<file path="config.mk">
export PLATFORM = sky130hd
export DESIGN_NAME = nand_page_read_sequencer_core_flat
export DESIGN_NICKNAME = d
export VERILOG_FILES = /design/src/nprs_pkg.sv /design/src/nprs_in_if.sv /design/src/nprs_out_if.sv /design/src/nprs_front.sv /design/src/nprs_job_fifo.sv /design/src/nprs_back.sv /design/src/nand_page_read_sequencer_core.sv /design/src/flat_wrapper.sv
export SDC_FILE = /design/constraint.sdc
export NUM_CORES = 1
export LEC_CHECK = 0
export BUFFER_PORTS_ARGS = -buffer_cell sky130_fd_sc_hd__buf_2
export CORE_MARGIN = 3
export CORE_UTILIZATION = 42
export CTS_CLUSTER_DIAMETER = 80
export DETAILED_ROUTE_END_ITERATION = 16
export HOLD_SLACK_MARGIN = 0.1
export PLACE_DENSITY_LB_ADDON = 0.12
export SYNTH_ARGS = -nofsm -noshare
export SYNTH_HDL_FRONTEND = slang
export SYNTH_SLANG_ARGS = --single-unit
</file>
<file path="constraint.sdc">
create_clock -name clk -period 4.61 [get_ports clk]
set_clock_uncertainty 0.15 [all_clocks]
set_input_delay 0.2305 -clock clk [delete_from_list [all_inputs] [get_ports clk]]
set_output_delay 0.2305 -clock clk [all_outputs]
set_load 0.02 [all_outputs]
</file>
<file path="src/nprs_pkg.sv">
// Shared types and constants of the NAND page read sequencer.
`default_nettype none
package nprs_pkg;

  typedef enum logic [1:0] {
    ACT_START  = 2'd0,
    ACT_STATUS = 2'd1,
    ACT_DATA   = 2'd2
  } action_t;

  typedef enum logic [2:0] {
    OP_SELECT   = 3'd0,
    OP_CMD      = 3'd1,
    OP_ADDR     = 3'd2,
    OP_WAIT     = 3'd3,
    OP_STORE    = 3'd4,
    OP_DESELECT = 3'd5,
    OP_IGNORED  = 3'd6
  } op_t;

  typedef enum logic [1:0] {
    PH_IDLE,
    PH_WAIT,
    PH_READ
  } phase_t;

  typedef enum logic [1:0] {
    SPLIT_IDLE,
    SPLIT_MUL,
    SPLIT_SUB
  } split_t;

  typedef enum logic [2:0] {
    JOB_IGNORED,
    JOB_EMPTY,
    JOB_OPEN,
    JOB_STORE,
    JOB_STORE_END,
    JOB_STORE_TURN
  } job_kind_t;

  localparam int ColW   = 12;
  localparam int PageW  = 24;
  localparam int JobDepth = 4;

  localparam logic [7:0] CmdReadSetup = 8'h00;
  localparam logic [7:0] CmdReadGo    = 8'h30;

  typedef struct packed {
    job_kind_t         kind;
    logic [7:0]        data;
    logic [31:0]       index;
    logic [ColW-1:0]   column;
    logic [PageW-1:0]  page;
  } job_t;

endpackage
`default_nettype wire

</file>
<file path="src/nprs_in_if.sv">
// Input channel of the NAND page read sequencer.
`default_nettype none
interface nprs_in_if;
  logic        valid;
  logic        ready;
  logic [1:0]  action;
  logic [31:0] byte_address;
  logic [31:0] byte_count;
  logic        ready_bit;
  logic [7:0]  flash_byte;

  modport source(output valid, action, byte_address, byte_count, ready_bit, flash_byte,
                 input ready);
  modport sink(input valid, action, byte_address, byte_count, ready_bit, flash_byte,
               output ready);
endinterface
`default_nettype wire

</file>
<file path="src/nprs_out_if.sv">
// Result channel of the NAND page read sequencer.
`default_nettype none
interface nprs_out_if;
  logic        valid;
  logic        ready;
  logic [2:0]  operation;
  logic [7:0]  bus_byte;
  logic [31:0] buffer_index;
  logic        transfer_done;
  logic        last_of_run;

  modport source(output valid, operation, bus_byte, buffer_index, transfer_done, last_of_run,
                 input ready);
  modport sink(input valid, operation, bus_byte, buffer_index, transfer_done, last_of_run,
               output ready);
endinterface
`default_nettype wire

</file>
<file path="src/nprs_front.sv">
// Front part: accepts items, keeps the transfer state and queues jobs.
`default_nettype none
module nprs_front #(
  parameter int PAGE_BYTES = 2048
) (
  input  logic           clk,
  input  logic           rst,
  nprs_in_if.sink        req,
  output logic           push_valid,
  input  logic           push_ready,
  output nprs_pkg::job_t push_job
);

  localparam int Shift = $clog2(PAGE_BYTES);
  localparam logic [64:0] Recip =
    65'(((64'd1 << (32 + Shift)) + 64'(PAGE_BYTES) - 64'd1) / 64'(PAGE_BYTES));
  localparam logic [nprs_pkg::ColW-1:0] ColLast = nprs_pkg::ColW'(PAGE_BYTES - 1);

  nprs_pkg::phase_t phase, phase_next;
  nprs_pkg::split_t split, split_next;
  logic [31:0] current_address, current_address_next;
  logic [31:0] bytes_left, bytes_left_next;
  logic [31:0] next_index, next_index_next;
  logic [nprs_pkg::ColW-1:0] column, column_next;
  logic [31:0] split_addr, split_addr_next;
  logic [nprs_pkg::PageW-1:0] split_page;
  nprs_pkg::job_t pend, pend_next;

  logic accept;
  logic [64:0] product;
  logic [31:0] remainder;

  assign req.ready = (split == nprs_pkg::SPLIT_IDLE) && push_ready;
  assign accept = req.valid && req.ready;
  assign product = 65'(split_addr) * Recip;
  assign remainder = split_addr - 32'(split_page) * 32'(PAGE_BYTES);

  always_comb begin
    phase_next = phase;
    split_next = split;
    current_address_next = current_address;
    bytes_left_next = bytes_left;
    next_index_next = next_index;
    column_next = column;
    split_addr_next = split_addr;
    pend_next = pend;
    push_valid = 1'b0;
    push_job = '{kind: nprs_pkg::JOB_IGNORED, data: req.flash_byte, index: next_index,
                 column: '0, page: '0};
    unique case (split)
      nprs_pkg::SPLIT_IDLE: begin
        if (accept) begin
          if (req.action == nprs_pkg::ACT_START && phase == nprs_pkg::PH_IDLE) begin
            if (req.byte_count == 32'd0) begin
              push_valid = 1'b1;
              push_job.kind = nprs_pkg::JOB_EMPTY;
            end else begin
              current_address_next = req.byte_address;
              bytes_left_next = req.byte_count;
              next_index_next = 32'd0;
              phase_next = nprs_pkg::PH_WAIT;
              split_addr_next = req.byte_address;
              split_next = nprs_pkg::SPLIT_MUL;
              pend_next = push_job;
              pend_next.kind = nprs_pkg::JOB_OPEN;
            end
          end else if (req.action == nprs_pkg::ACT_STATUS && phase == nprs_pkg::PH_WAIT) begin
            if (req.ready_bit) begin
              phase_next = nprs_pkg::PH_READ;
            end
          end else if (req.action == nprs_pkg::ACT_DATA && phase == nprs_pkg::PH_READ) begin
            next_index_next = next_index + 32'd1;
            current_address_next = current_address + 32'd1;
            bytes_left_next = bytes_left - 32'd1;
            column_next = column + 1'b1;
            if (bytes_left == 32'd1) begin
              push_valid = 1'b1;
              push_job.kind = nprs_pkg::JOB_STORE_END;
              phase_next = nprs_pkg::PH_IDLE;
            end else if (column == ColLast) begin
              column_next = '0;
              phase_next = nprs_pkg::PH_WAIT;
              split_addr_next = current_address + 32'd1;
              split_next = nprs_pkg::SPLIT_MUL;
              pend_next = push_job;
              pend_next.kind = nprs_pkg::JOB_STORE_TURN;
            end else begin
              push_valid = 1'b1;
              push_job.kind = nprs_pkg::JOB_STORE;
            end
          end else begin
            push_valid = 1'b1;
            push_job.kind = nprs_pkg::JOB_IGNORED;
          end
        end
      end
      nprs_pkg::SPLIT_MUL: begin
        split_next = nprs_pkg::SPLIT_SUB;
      end
      nprs_pkg::SPLIT_SUB: begin
        push_valid = 1'b1;
        push_job = pend;
        push_job.column = remainder[nprs_pkg::ColW-1:0];
        push_job.page = split_page;
        split_next = nprs_pkg::SPLIT_IDLE;
        if (pend.kind == nprs_pkg::JOB_OPEN) begin
          column_next = remainder[nprs_pkg::ColW-1:0];
        end
      end
      default: begin
        split_next = nprs_pkg::SPLIT_IDLE;
      end
    endcase
  end

  always_ff @(posedge clk) begin
    if (rst) begin
      phase <= nprs_pkg::PH_IDLE;
      split <= nprs_pkg::SPLIT_IDLE;
      current_address <= 32'd0;
      bytes_left <= 32'd0;
      next_index <= 32'd0;
      column <= '0;
    end else begin
      phase <= phase_next;
      split <= split_next;
      current_address <= current_address_next;
      bytes_left <= bytes_left_next;
      next_index <= next_index_next;
      column <= column_next;
    end
  end

  always_ff @(posedge clk) begin
    split_addr <= split_addr_next;
    split_page <= nprs_pkg::PageW'(product >> (32 + Shift));
    pend <= pend_next;
  end

  a_push_has_room: assert property (@(posedge clk) disable iff (rst)
    push_valid |-> push_ready)
    else $error("Job pushed into a full queue.");

  a_read_has_bytes: assert property (@(posedge clk) disable iff (rst)
    phase == nprs_pkg::PH_READ |-> bytes_left != 32'd0)
    else $error("Reading with no bytes left.");

  a_split_blocks_input: assert property (@(posedge clk) disable iff (rst)
    split == nprs_pkg::SPLIT_MUL |=> split == nprs_pkg::SPLIT_SUB && !accept)
    else $error("Address split did not complete in order.");

endmodule
`default_nettype wire

</file>
<file path="src/nprs_job_fifo.sv">
// Short job queue between the front and back parts.
`default_nettype none
module nprs_job_fifo (
  input  logic           clk,
  input  logic           rst,
  input  logic           push_valid,
  output logic           push_ready,
  input  nprs_pkg::job_t push_job,
  output logic           pop_valid,
  input  logic           pop_ready,
  output nprs_pkg::job_t pop_job
);

  localparam int PtrW = $clog2(nprs_pkg::JobDepth);
  localparam int CntW = $clog2(nprs_pkg::JobDepth + 1);

  nprs_pkg::job_t mem [nprs_pkg::JobDepth];
  logic [PtrW-1:0] wr_ptr, rd_ptr;
  logic [CntW-1:0] count;
  logic do_push, do_pop;

  assign push_ready = count != CntW'(nprs_pkg::JobDepth);
  assign pop_valid = count != '0;
  assign pop_job = mem[rd_ptr];
  assign do_push = push_valid && push_ready;
  assign do_pop = pop_valid && pop_ready;

  always_ff @(posedge clk) begin
    if (do_push) begin
      mem[wr_ptr] <= push_job;
    end
  end

  always_ff @(posedge clk) begin
    if (rst) begin
      wr_ptr <= '0;
      rd_ptr <= '0;
      count <= '0;
    end else begin
      if (do_push) begin
        wr_ptr <= (wr_ptr == PtrW'(nprs_pkg::JobDepth - 1)) ? '0 : wr_ptr + 1'b1;
      end
      if (do_pop) begin
        rd_ptr <= (rd_ptr == PtrW'(nprs_pkg::JobDepth - 1)) ? '0 : rd_ptr + 1'b1;
      end
      if (do_push && !do_pop) begin
        count <= count + 1'b1;
      end else if (do_pop && !do_push) begin
        count <= count - 1'b1;
      end
    end
  end

endmodule
`default_nettype wire

</file>
<file path="src/nprs_back.sv">
// Back part: jobs into bus ops, one result a cycle unless stalled.
`default_nettype none
module nprs_back (
  input  logic           clk,
  input  logic           rst,
  input  logic           pop_valid,
  output logic           pop_ready,
  input  nprs_pkg::job_t pop_job,
  nprs_out_if.source     rsp
);

  localparam logic [3:0] StepHead    = 4'd0;
  localparam logic [3:0] StepCmdRead = 4'd1;
  localparam logic [3:0] StepColLo   = 4'd2;
  localparam logic [3:0] StepColHi   = 4'd3;
  localparam logic [3:0] StepPage0   = 4'd4;
  localparam logic [3:0] StepPage1   = 4'd5;
  localparam logic [3:0] StepPage2   = 4'd6;
  localparam logic [3:0] StepCmdGo   = 4'd7;
  localparam logic [3:0] StepWait    = 4'd8;

  nprs_pkg::job_t job;
  logic busy;
  logic [3:0] step;
  logic [3:0] last_step;
  logic advance, load, is_last;

  nprs_pkg::op_t op;
  logic [7:0] bus_byte;
  logic [31:0] buffer_index;
  logic done;

  always_comb begin
    op = nprs_pkg::OP_IGNORED;
    bus_byte = 8'd0;
    buffer_index = 32'd0;
    done = 1'b0;
    last_step = StepHead;
    unique case (job.kind)
      nprs_pkg::JOB_EMPTY, nprs_pkg::JOB_STORE_END: last_step = StepCmdRead;
      nprs_pkg::JOB_OPEN, nprs_pkg::JOB_STORE_TURN: last_step = StepWait;
      default: last_step = StepHead;
    endcase
    if (step == StepHead) begin
      unique case (job.kind)
        nprs_pkg::JOB_EMPTY, nprs_pkg::JOB_OPEN: op = nprs_pkg::OP_SELECT;
        nprs_pkg::JOB_STORE, nprs_pkg::JOB_STORE_END, nprs_pkg::JOB_STORE_TURN: begin
          op = nprs_pkg::OP_STORE;
          bus_byte = job.data;
          buffer_index = job.index;
        end
        default: op = nprs_pkg::OP_IGNORED;
      endcase
    end else if (job.kind == nprs_pkg::JOB_EMPTY || job.kind == nprs_pkg::JOB_STORE_END) begin
      op = nprs_pkg::OP_DESELECT;
      done = 1'b1;
    end else begin
      unique case (step)
        StepCmdRead: begin
          op = nprs_pkg::OP_CMD;
          bus_byte = nprs_pkg::CmdReadSetup;
        end
        StepColLo: begin
          op = nprs_pkg::OP_ADDR;
          bus_byte = job.column[7:0];
        end
        StepColHi: begin
          op = nprs_pkg::OP_ADDR;
          bus_byte = 8'(job.column[nprs_pkg::ColW-1:8]);
        end
        StepPage0: begin
          op = nprs_pkg::OP_ADDR;
          bus_byte = job.page[7:0];
        end
        StepPage1: begin
          op = nprs_pkg::OP_ADDR;
          bus_byte = job.page[15:8];
        end
        StepPage2: begin
          op = nprs_pkg::OP_ADDR;
          bus_byte = job.page[23:16];
        end
        StepCmdGo: begin
          op = nprs_pkg::OP_CMD;
          bus_byte = nprs_pkg::CmdReadGo;
        end
        default: op = nprs_pkg::OP_WAIT;
      endcase
    end
  end

  assign is_last = step == last_step;
  assign advance = busy && (!rsp.valid || rsp.ready);
  assign load = !busy || (advance && is_last);
  assign pop_ready = load;

  always_ff @(posedge clk) begin
    if (rst) begin
      busy <= 1'b0;
      step <= StepHead;
      rsp.valid <= 1'b0;
    end else begin
      if (advance) begin
        rsp.valid <= 1'b1;
      end else if (rsp.ready) begin
        rsp.valid <= 1'b0;
      end
      if (load) begin
        busy <= pop_valid;
        step <= StepHead;
      end else if (advance) begin
        step <= step + 4'd1;
      end
    end
  end

  always_ff @(posedge clk) begin
    if (load) begin
      job <= pop_job;
    end
    if (advance) begin
      rsp.operation <= op;
      rsp.bus_byte <= bus_byte;
      rsp.buffer_index <= buffer_index;
      rsp.transfer_done <= done;
      rsp.last_of_run <= is_last;
    end
  end

  a_done_ends_run: assert property (@(posedge clk) disable iff (rst)
    rsp.valid && rsp.transfer_done |->
      rsp.operation == nprs_pkg::OP_DESELECT && rsp.last_of_run)
    else $error("Transfer done flagged on a result that does not end a run.");

  a_index_only_on_store: assert property (@(posedge clk) disable iff (rst)
    rsp.valid && rsp.operation != nprs_pkg::OP_STORE |-> rsp.buffer_index == 32'd0)
    else $error("Buffer index set on a result that is not a store.");

  a_step_in_range: assert property (@(posedge clk) disable iff (rst)
    busy |-> step <= last_step)
    else $error("Job step ran past its last result.");

endmodule
`default_nettype wire

</file>
<file path="src/nand_page_read_sequencer_core.sv">
// Top level of the NAND page read sequencer.
`default_nettype none
// Host-side sequencer for a large-page NAND read with a five-byte address. The back part
// issues one result item per clock while the result channel takes them and jobs are queued;
// a start item gives nine results (two for a zero length), a data byte that ends a page
// gives nine and one that ends the transfer gives two; a plain data byte gives one. A start
// item or a page-ending data byte holds input ready low through the SPLIT_MUL and SPLIT_SUB
// states while the address is split into page and column by a constant reciprocal multiply.
// A four-entry job queue lets the input side run ahead of the result side.
module nand_page_read_sequencer_core #(
  parameter int PAGE_BYTES = 2048
) (
  input  logic       clk,
  input  logic       rst,
  nprs_in_if.sink    req,
  nprs_out_if.source rsp
);

  logic push_valid, push_ready, pop_valid, pop_ready;
  nprs_pkg::job_t push_job, pop_job;

  nprs_front #(
    .PAGE_BYTES(PAGE_BYTES)
  ) u_front (
    .clk       (clk),
    .rst       (rst),
    .req       (req),
    .push_valid(push_valid),
    .push_ready(push_ready),
    .push_job  (push_job)
  );

  nprs_job_fifo u_fifo (
    .clk       (clk),
    .rst       (rst),
    .push_valid(push_valid),
    .push_ready(push_ready),
    .push_job  (push_job),
    .pop_valid (pop_valid),
    .pop_ready (pop_ready),
    .pop_job   (pop_job)
  );

  nprs_back u_back (
    .clk      (clk),
    .rst      (rst),
    .pop_valid(pop_valid),
    .pop_ready(pop_ready),
    .pop_job  (pop_job),
    .rsp      (rsp)
  );

endmodule
`default_nettype wire
</file>
<file path="src/flat_wrapper.sv">
// flat-port wrapper written by rule: the top's interface ports become plain ports
module nand_page_read_sequencer_core_flat 
#(
  parameter int PAGE_BYTES = 2048
)
  (clk, rst, req_valid, req_action, req_byte_address, req_byte_count, req_ready_bit, req_flash_byte, req_ready, rsp_valid, rsp_operation, rsp_bus_byte, rsp_buffer_index, rsp_transfer_done, rsp_last_of_run, rsp_ready);
  nprs_in_if req_i ();
  nprs_out_if rsp_i ();
  input  logic clk;
  input  logic rst;
  input wire logic [$bits(req_i.valid)-1:0] req_valid;
  input wire logic [$bits(req_i.action)-1:0] req_action;
  input wire logic [$bits(req_i.byte_address)-1:0] req_byte_address;
  input wire logic [$bits(req_i.byte_count)-1:0] req_byte_count;
  input wire logic [$bits(req_i.ready_bit)-1:0] req_ready_bit;
  input wire logic [$bits(req_i.flash_byte)-1:0] req_flash_byte;
  output wire logic [$bits(req_i.ready)-1:0] req_ready;
  output wire logic [$bits(rsp_i.valid)-1:0] rsp_valid;
  output wire logic [$bits(rsp_i.operation)-1:0] rsp_operation;
  output wire logic [$bits(rsp_i.bus_byte)-1:0] rsp_bus_byte;
  output wire logic [$bits(rsp_i.buffer_index)-1:0] rsp_buffer_index;
  output wire logic [$bits(rsp_i.transfer_done)-1:0] rsp_transfer_done;
  output wire logic [$bits(rsp_i.last_of_run)-1:0] rsp_last_of_run;
  input wire logic [$bits(rsp_i.ready)-1:0] rsp_ready;
  assign req_i.valid = req_valid;
  assign req_i.action = req_action;
  assign req_i.byte_address = req_byte_address;
  assign req_i.byte_count = req_byte_count;
  assign req_i.ready_bit = req_ready_bit;
  assign req_i.flash_byte = req_flash_byte;
  assign req_ready = req_i.ready;
  assign rsp_valid = rsp_i.valid;
  assign rsp_operation = rsp_i.operation;
  assign rsp_bus_byte = rsp_i.bus_byte;
  assign rsp_buffer_index = rsp_i.buffer_index;
  assign rsp_transfer_done = rsp_i.transfer_done;
  assign rsp_last_of_run = rsp_i.last_of_run;
  assign rsp_i.ready = rsp_ready;
  nand_page_read_sequencer_core #(.PAGE_BYTES(PAGE_BYTES)) u_core (.clk(clk), .rst(rst), .req(req_i), .rsp(rsp_i));
endmodule
</file>
==> flow_summary.toml, run 1 <==
[clock_network]
cts_tree = "done"
clock-sinks = 645
clk_pin_slew_worst_paths_ns = 0.06
root_buffer = "clkbuf_16"
clk_path_buf_depth = 3
numCtsBuffers = 69
cts_resized = 0
insertion_delay_ns = 0.59
htreeDepth = 3

[worst_setup_path]
timing.rr.end = "u_core.u_fifo.count[2]$_SDFFE_PP0P_"
r2r_cells = 10
required_ns = 4.97
critPathArrivalTime_ns = 4.21
worst-path-stages = 10
reg2reg_setup_slack_ns = 0.76
path_buf_inv = 1
endpoint_kind = "flip-flop"
path_class = "flip-flop to flip-flop"
critPathTopFamily = "simple AND/OR/NAND/NOR gates"
cp_slowest_cell = "nor3_1"
worstSetupStartpointType = "flip-flop"
cpPeakStageDelay_ns = 0.60
critPathMostFrequentCell = "or3_1"
crit_start = "u_core.u_front.bytes_left[17]$_SDFFE_PP0P_"
r2r_start = "u_core.u_front.bytes_left[17]$_SDFFE_PP0P_"
crit_fanout = 7
crit_chain = "or3_1 -> nor3_1 -> nand3_2 -> o211ai_2 -> ha_1 -> inv_1 -> fa_1 -> xor2_1 -> or3_1 -> a21oi_1"

[floorplanning]
fp.dieH_um = 256
num_rows = 90
die_area_um2 = 65500
ios = 126
die_w_um = 256
start_util = 0.430
fp.coreArea_um2 = 61000

[final_layout]
final_cell_mix = "499 x edfxtp_1, 291 x nand2_1, 144 x dfxtp_1"
area_delta_synth_final_pct = 17.7
drive_gt1_frac = 0.173
fin_nets = 2222
multi_input_area_um2 = 7840
diodes = 0
regArea_um2 = 17900
final_common_cell = "edfxtp_1"
fillers = 5313

[yosys]
muxShareOfSynthArea = 0.0688
synth-simple-area-share = 0.132
synth_top_family_by_area = "simple AND/OR/NAND/NOR gates"
synthesis.area_um2 = 26200
synthAdderAreaFrac = 0.00792
synth_compound_area_frac = 0.0672
synth_cells = 1936
yosysSeqAreaShare = 0.683
ys_ff_latch = 645
avgSynthCellArea_um2 = 13.5
yosysUniqueCellTypes = 79
async_flop_share = 0
synth_enable_flop_cells = 499
synth_xor_area_frac = 0.0207
ys.flop_type = "edfxtp_1"
synthesis.nets = 2031
ys.warnings.count = 0

[detailed_routing]
drt-initial-drc-count = 1261
first_pass_iters = 5
avgRoutedWirePerCell_um = 19.5
remaining_drc_errors = 0
vias = 16100
antenna_left = 0
routed_via_density = 5.35
totalWireLength_um = 58700

[grt]
grt_max_degree = 82
grt_use_total = 0.179
grt_pass1_wl_um = 93100
antenna_found_initial = 1
first_global_vias = 16100
grt-ovfl-total = 0

[status]
status = "finished, final reports clean"

[timing]
holdWs_ns = 0.191
rsz0062_at_grt = "no"
slew_violations = 0
period_share = 0.835
max_clock_freq_ghz = 0.260
hold_viol_final = 0
fin_tns_setup_ns = 0
tightest_slew_ns = 1.04
finalCriticalPeriod_ns = 3.85
setup-violations-final = 0
slew_headroom = 0.302

[placed_design]
hpwlAfterDp_um = 36700
gp_congestion = 0.818
portBuffers = 125

[worst_hold_path]
min_path_cells = 0
min_from = "u_core.u_front.split_addr[20]$_DFFE_PP_"
hp-class = "flip-flop to flip-flop"
min_to = "u_core.u_front.split_page[9]$_DFF_P_"

[pwr]
p_per_area_nw_per_um2 = 547
leakage_nw = 10.6
ir_drop_mv = 0.262

[run]
cap_violations = 0
timing repair:
action	4_1_cts	5_1_grt
buffers inserted	0	0
hold endpoints to repair	156	0
setup endpoints to repair	0	0
hold buffers	78	0
layout make-up:
| cell class | count | area share |
|---|---|---|
| Clock inverter | 28 | 0.0110 |
| Inverter | 24 | 0.00300 |
| Timing Repair Buffer | 232 | 0.0554 |
| Multi-Input combinational cell | 1155 | 0.254 |
| Clock buffer | 94 | 0.0633 |
| Tap cell | 828 | 0.0335 |
| Sequential cell | 645 | 0.580 |
layer usage:
metal,vias up,global-route usage,wire length (um)
li1,7619,-,-
met2,388,0.279,26800
met3,75,0.0289,2640
met5,-,0,0
met1,7992,0.261,28000
met4,0,0.0554,1290
metrics by stage:
step / std cells / power, mW / util / setup slack [ns] / area, um^2
CTS: 3006 / 17.2 / 0.506 / 0.767 / 30900
global route: 3006 / 17.7 / 0.506 / 0.518 / 30900
floorplan: 1936 / 10.4 / - / 0.461 / 26200
detailed placement: 2806 / 11.5 / 0.456 / 0.823 / 27800
global placement: 2806 / 11.5 / 0.456 / 0.865 / 27800
finish: 3006 / 16.9 / 0.506 / 0.759 / 30900
logic make-up (layout without fill, tap and decap cells):
family / Yosys count / count (layout)
AND/OR/NAND/NOR: 715 / 715
flip-flops: 645 / 645
AO/OA/AOI/OAI: 277 / 277
buffers and inverters: 136 / 378
multiplexers: 85 / 85
XOR/XNOR: 62 / 62
adder cells (fa/ha/maj): 16 / 16
cells in the mapped netlist, types with 15 or more instances:
cell | instances | area share
nand4_1 | 27 | 0.0064
xor2_1 | 21 | 0.0070
buf_1 | 15 | 0.0021
and2_1 | 75 | 0.018
inv_1 | 23 | 0.0033
nand3_1 | 39 | 0.0074
dfxtp_1 | 146 | 0.11
ha_1 | 15 | 0.0072
buf_2 | 19 | 0.0036
edfxtp_1 | 499 | 0.57
nor2_1 | 128 | 0.018
o21ai_0 | 61 | 0.012
mux4_2 | 76 | 0.065
a21oi_1 | 99 | 0.019
clkbuf_1 | 76 | 0.011
xnor2_1 | 41 | 0.014
nor3_1 | 42 | 0.0080
nor4_1 | 25 | 0.0060
nand2_1 | 292 | 0.042
sequential cells by signal, summed over array words and instances (netlist names), 3 cells and up:
register                        cells
u_core.u_front.next_index          32
u_core.u_front.current_address     32
u_core.u_fifo.count                 3
u_core.u_back.step                  4
u_core.u_front.bytes_left          32
u_core.u_front.pend                42
u_core.u_back.job                  76
u_core.u_fifo.mem                 304
u_core.u_front.split_page          21
u_core.u_back.rsp.operation         3
u_core.u_back.rsp.bus_byte          8
u_core.u_front.split_addr          32
u_core.u_front.column              12
u_core.u_back.rsp.buffer_index     32
worst max path at each step:
stage | end
finish | u_core.u_fifo.count[2]$_SDFFE_PP0P_
global route | u_core.u_fifo.count[2]$_SDFFE_PP0P_
CTS | u_core.u_fifo.count[2]$_SDFFE_PP0P_
detailed placement | u_core.u_fifo.count[2]$_SDFFE_PP0P_
global placement | u_core.u_fifo.count[2]$_SDFFE_PP0P_
floorplan | u_core.u_fifo.mem[0][0]$_DFFE_PP_
report_power, final:
part	internal (mW)	switching (mW)	total [mW]
clock network	3.37	2.19	5.56
logic	1.38	1.86	3.25
registers	7.64	0.462	8.10
total	12.4	4.51	16.9
Power figures use the tool's default switching activity.
==> run 2, diff against run 1 <==
clock period = 3.3 ns   (was 4.61 ns; I/O delays follow)
==> flow_summary.toml, run 2 (synthesis gave the netlist of run 1 again) <==
[status]
status = "finished, final reports clean"

[clock_network]
htreeDepth = 3
insertion_delay_ns = 0.59
numCtsBuffers = 71
clk_pin_slew_worst_paths_ns = 0.06
clk_path_buf_depth = 3
root_buffer = "clkbuf_16"
cts_tree = "done"
clock-sinks = 645

[grt]
first_global_vias = 16100
antenna_found_initial = 0
grt_use_total = 0.183
grt_pass1_wl_um = 93500
grt-ovfl-total = 0
grt_max_degree = 122

[placed_design]
dp.cells = 2836
portBuffers = 125
hpwlAfterDp_um = 37800
placed_area_um2 = 28200
gp_congestion = 0.832

[worst_hold_path]
hp-class = "primary input to flip-flop"
min_path_cells = 2

[final_layout]
final_common_cell = "edfxtp_1"
final_cell_count_no_fill = 3046
fin_nets = 2257
fin_area_um2 = 31400
area_delta_synth_final_pct = 19.6
final_cell_mix = "499 x edfxtp_1, 291 x nand2_1, 143 x dfxtp_1"
post-route-util = 0.514
reg_top3 = "u_core.u_fifo.mem (304), u_core.u_back.job (76), u_core.u_front.pend (42)"
drive_gt1_frac = 0.190
largest_register_ffs = 304
top_register = "u_core.u_fifo.mem"
diodes = 0

[timing]
slew_violations = 0
period_share = 0.959
slew_headroom = 0.280
setup-violations-final = 0
max_clock_freq_ghz = 0.316
fin_tns_setup_ns = 0
hold_viol_final = 0
finalCriticalPeriod_ns = 3.17
tightest_slew_ns = 1.08
holdWs_ns = 0.160

[floorplanning]
ios = 126
die_w_um = 256
fp.coreArea_um2 = 61000
start_util = 0.430
num_rows = 90
fp.dieH_um = 256
die_area_um2 = 65500

[detailed_routing]
remaining_drc_errors = 0
antenna_left = 0
routed_via_density = 5.30
avgRoutedWirePerCell_um = 19.7
totalWireLength_um = 60100
first_pass_iters = 5
drt-initial-drc-count = 1207
vias = 16200

[worst_setup_path]
r2r_cells = 10
worstSetupStartpointType = "flip-flop"
critPathArrivalTime_ns = 3.53
path_class = "flip-flop to flip-flop"
crit_fanout = 7
endpoint_kind = "flip-flop"
required_ns = 3.67

[run]
cap_violations = 0

[pwr]
p_per_area_nw_per_um2 = 775
ir_drop_mv = 0.360
leakage_nw = 10.8
[run 2: cell count changes in the layout (fill, tap and decap cells not counted), sizes merged]
cell	before	now
clkinvlp	0	6
dlygate4sd3	78	77
clkbuf	94	99
bufinv	7	9
buf	154	188
clkinv	22	16
[run 2: path summary, 6_finish.rpt]
path	slack (ns)	startpoint	to
worst max-delay path	0.13	u_core.u_front.bytes_left[27]$_SDFFE_PP0P_	u_core.u_fifo.count[2]$_SDFFE_PP0P_
worst min register to register	0.19	u_core.u_front.split_addr[17]$_DFFE_PP_	u_core.u_front.split_page[6]$_DFF_P_
worst min-delay path	0.16	req_flash_byte[0]	u_core.u_front.pend[68]$_DFFE_PP_
worst max register to register	0.13	u_core.u_front.bytes_left[27]$_SDFFE_PP0P_	u_core.u_fifo.count[2]$_SDFFE_PP0P_
[run 2: where the power goes]
part	total, mW	switching (mW)	internal [mW]
registers	11.3	0.608	10.7
clock network	8.04	3.14	4.90
logic	4.99	2.81	2.17
total	24.3	6.56	17.7
[run 2: stage by stage]
step | worst slack [ns] | power [mW]
2_1_floorplan | 0.00985 | 14.5
3_3_place_gp | 0.140 | 16.4
3_5_place_dp | 0.0720 | 16.4
4_1_cts | 0.0424 | 24.6
5_1_grt | -0.00511 | 25.5
6_report | 0.134 | 24.3
[run 2: worst max-delay path, stage by stage (launching register included)]
cell and delay, ns:
dfxtp_2 0.35, or4_4 0.56, and4bb_2 0.34, nand3_2 0.11, o211ai_2 0.24, ha_2 0.22, inv_1 0.05, fa_1 0.44
xor2_1 0.16, or3_1 0.31, a21oi_1 0.15
[run 2: routing by layer]
metal  up-vias  wire length, um  global-route usage
met5         -                0                   0
met4         0             1310              0.0573
met3        89             3020              0.0297
met2       423            27600               0.283
met1      7968            28200               0.266
li1       7678                -                   -
[run 2: cell type report]
class                      count  area [um^2]
fill                        5194        29700
sequential                   645        17900
multi-input combinational   1155         7860
timing repair buffer         265         2080
clock buffer                  99         1970
tap                          828         1040
clock inverter                30          412
inverter                      24         95.1
[run 2: timing repair]
action,4_1_cts,5_1_grt
setup buffers,0,4
hold endpoints to repair,155,0
gates resized for setup,0,5
setup endpoints to repair,0,1
hold buffers,77,0
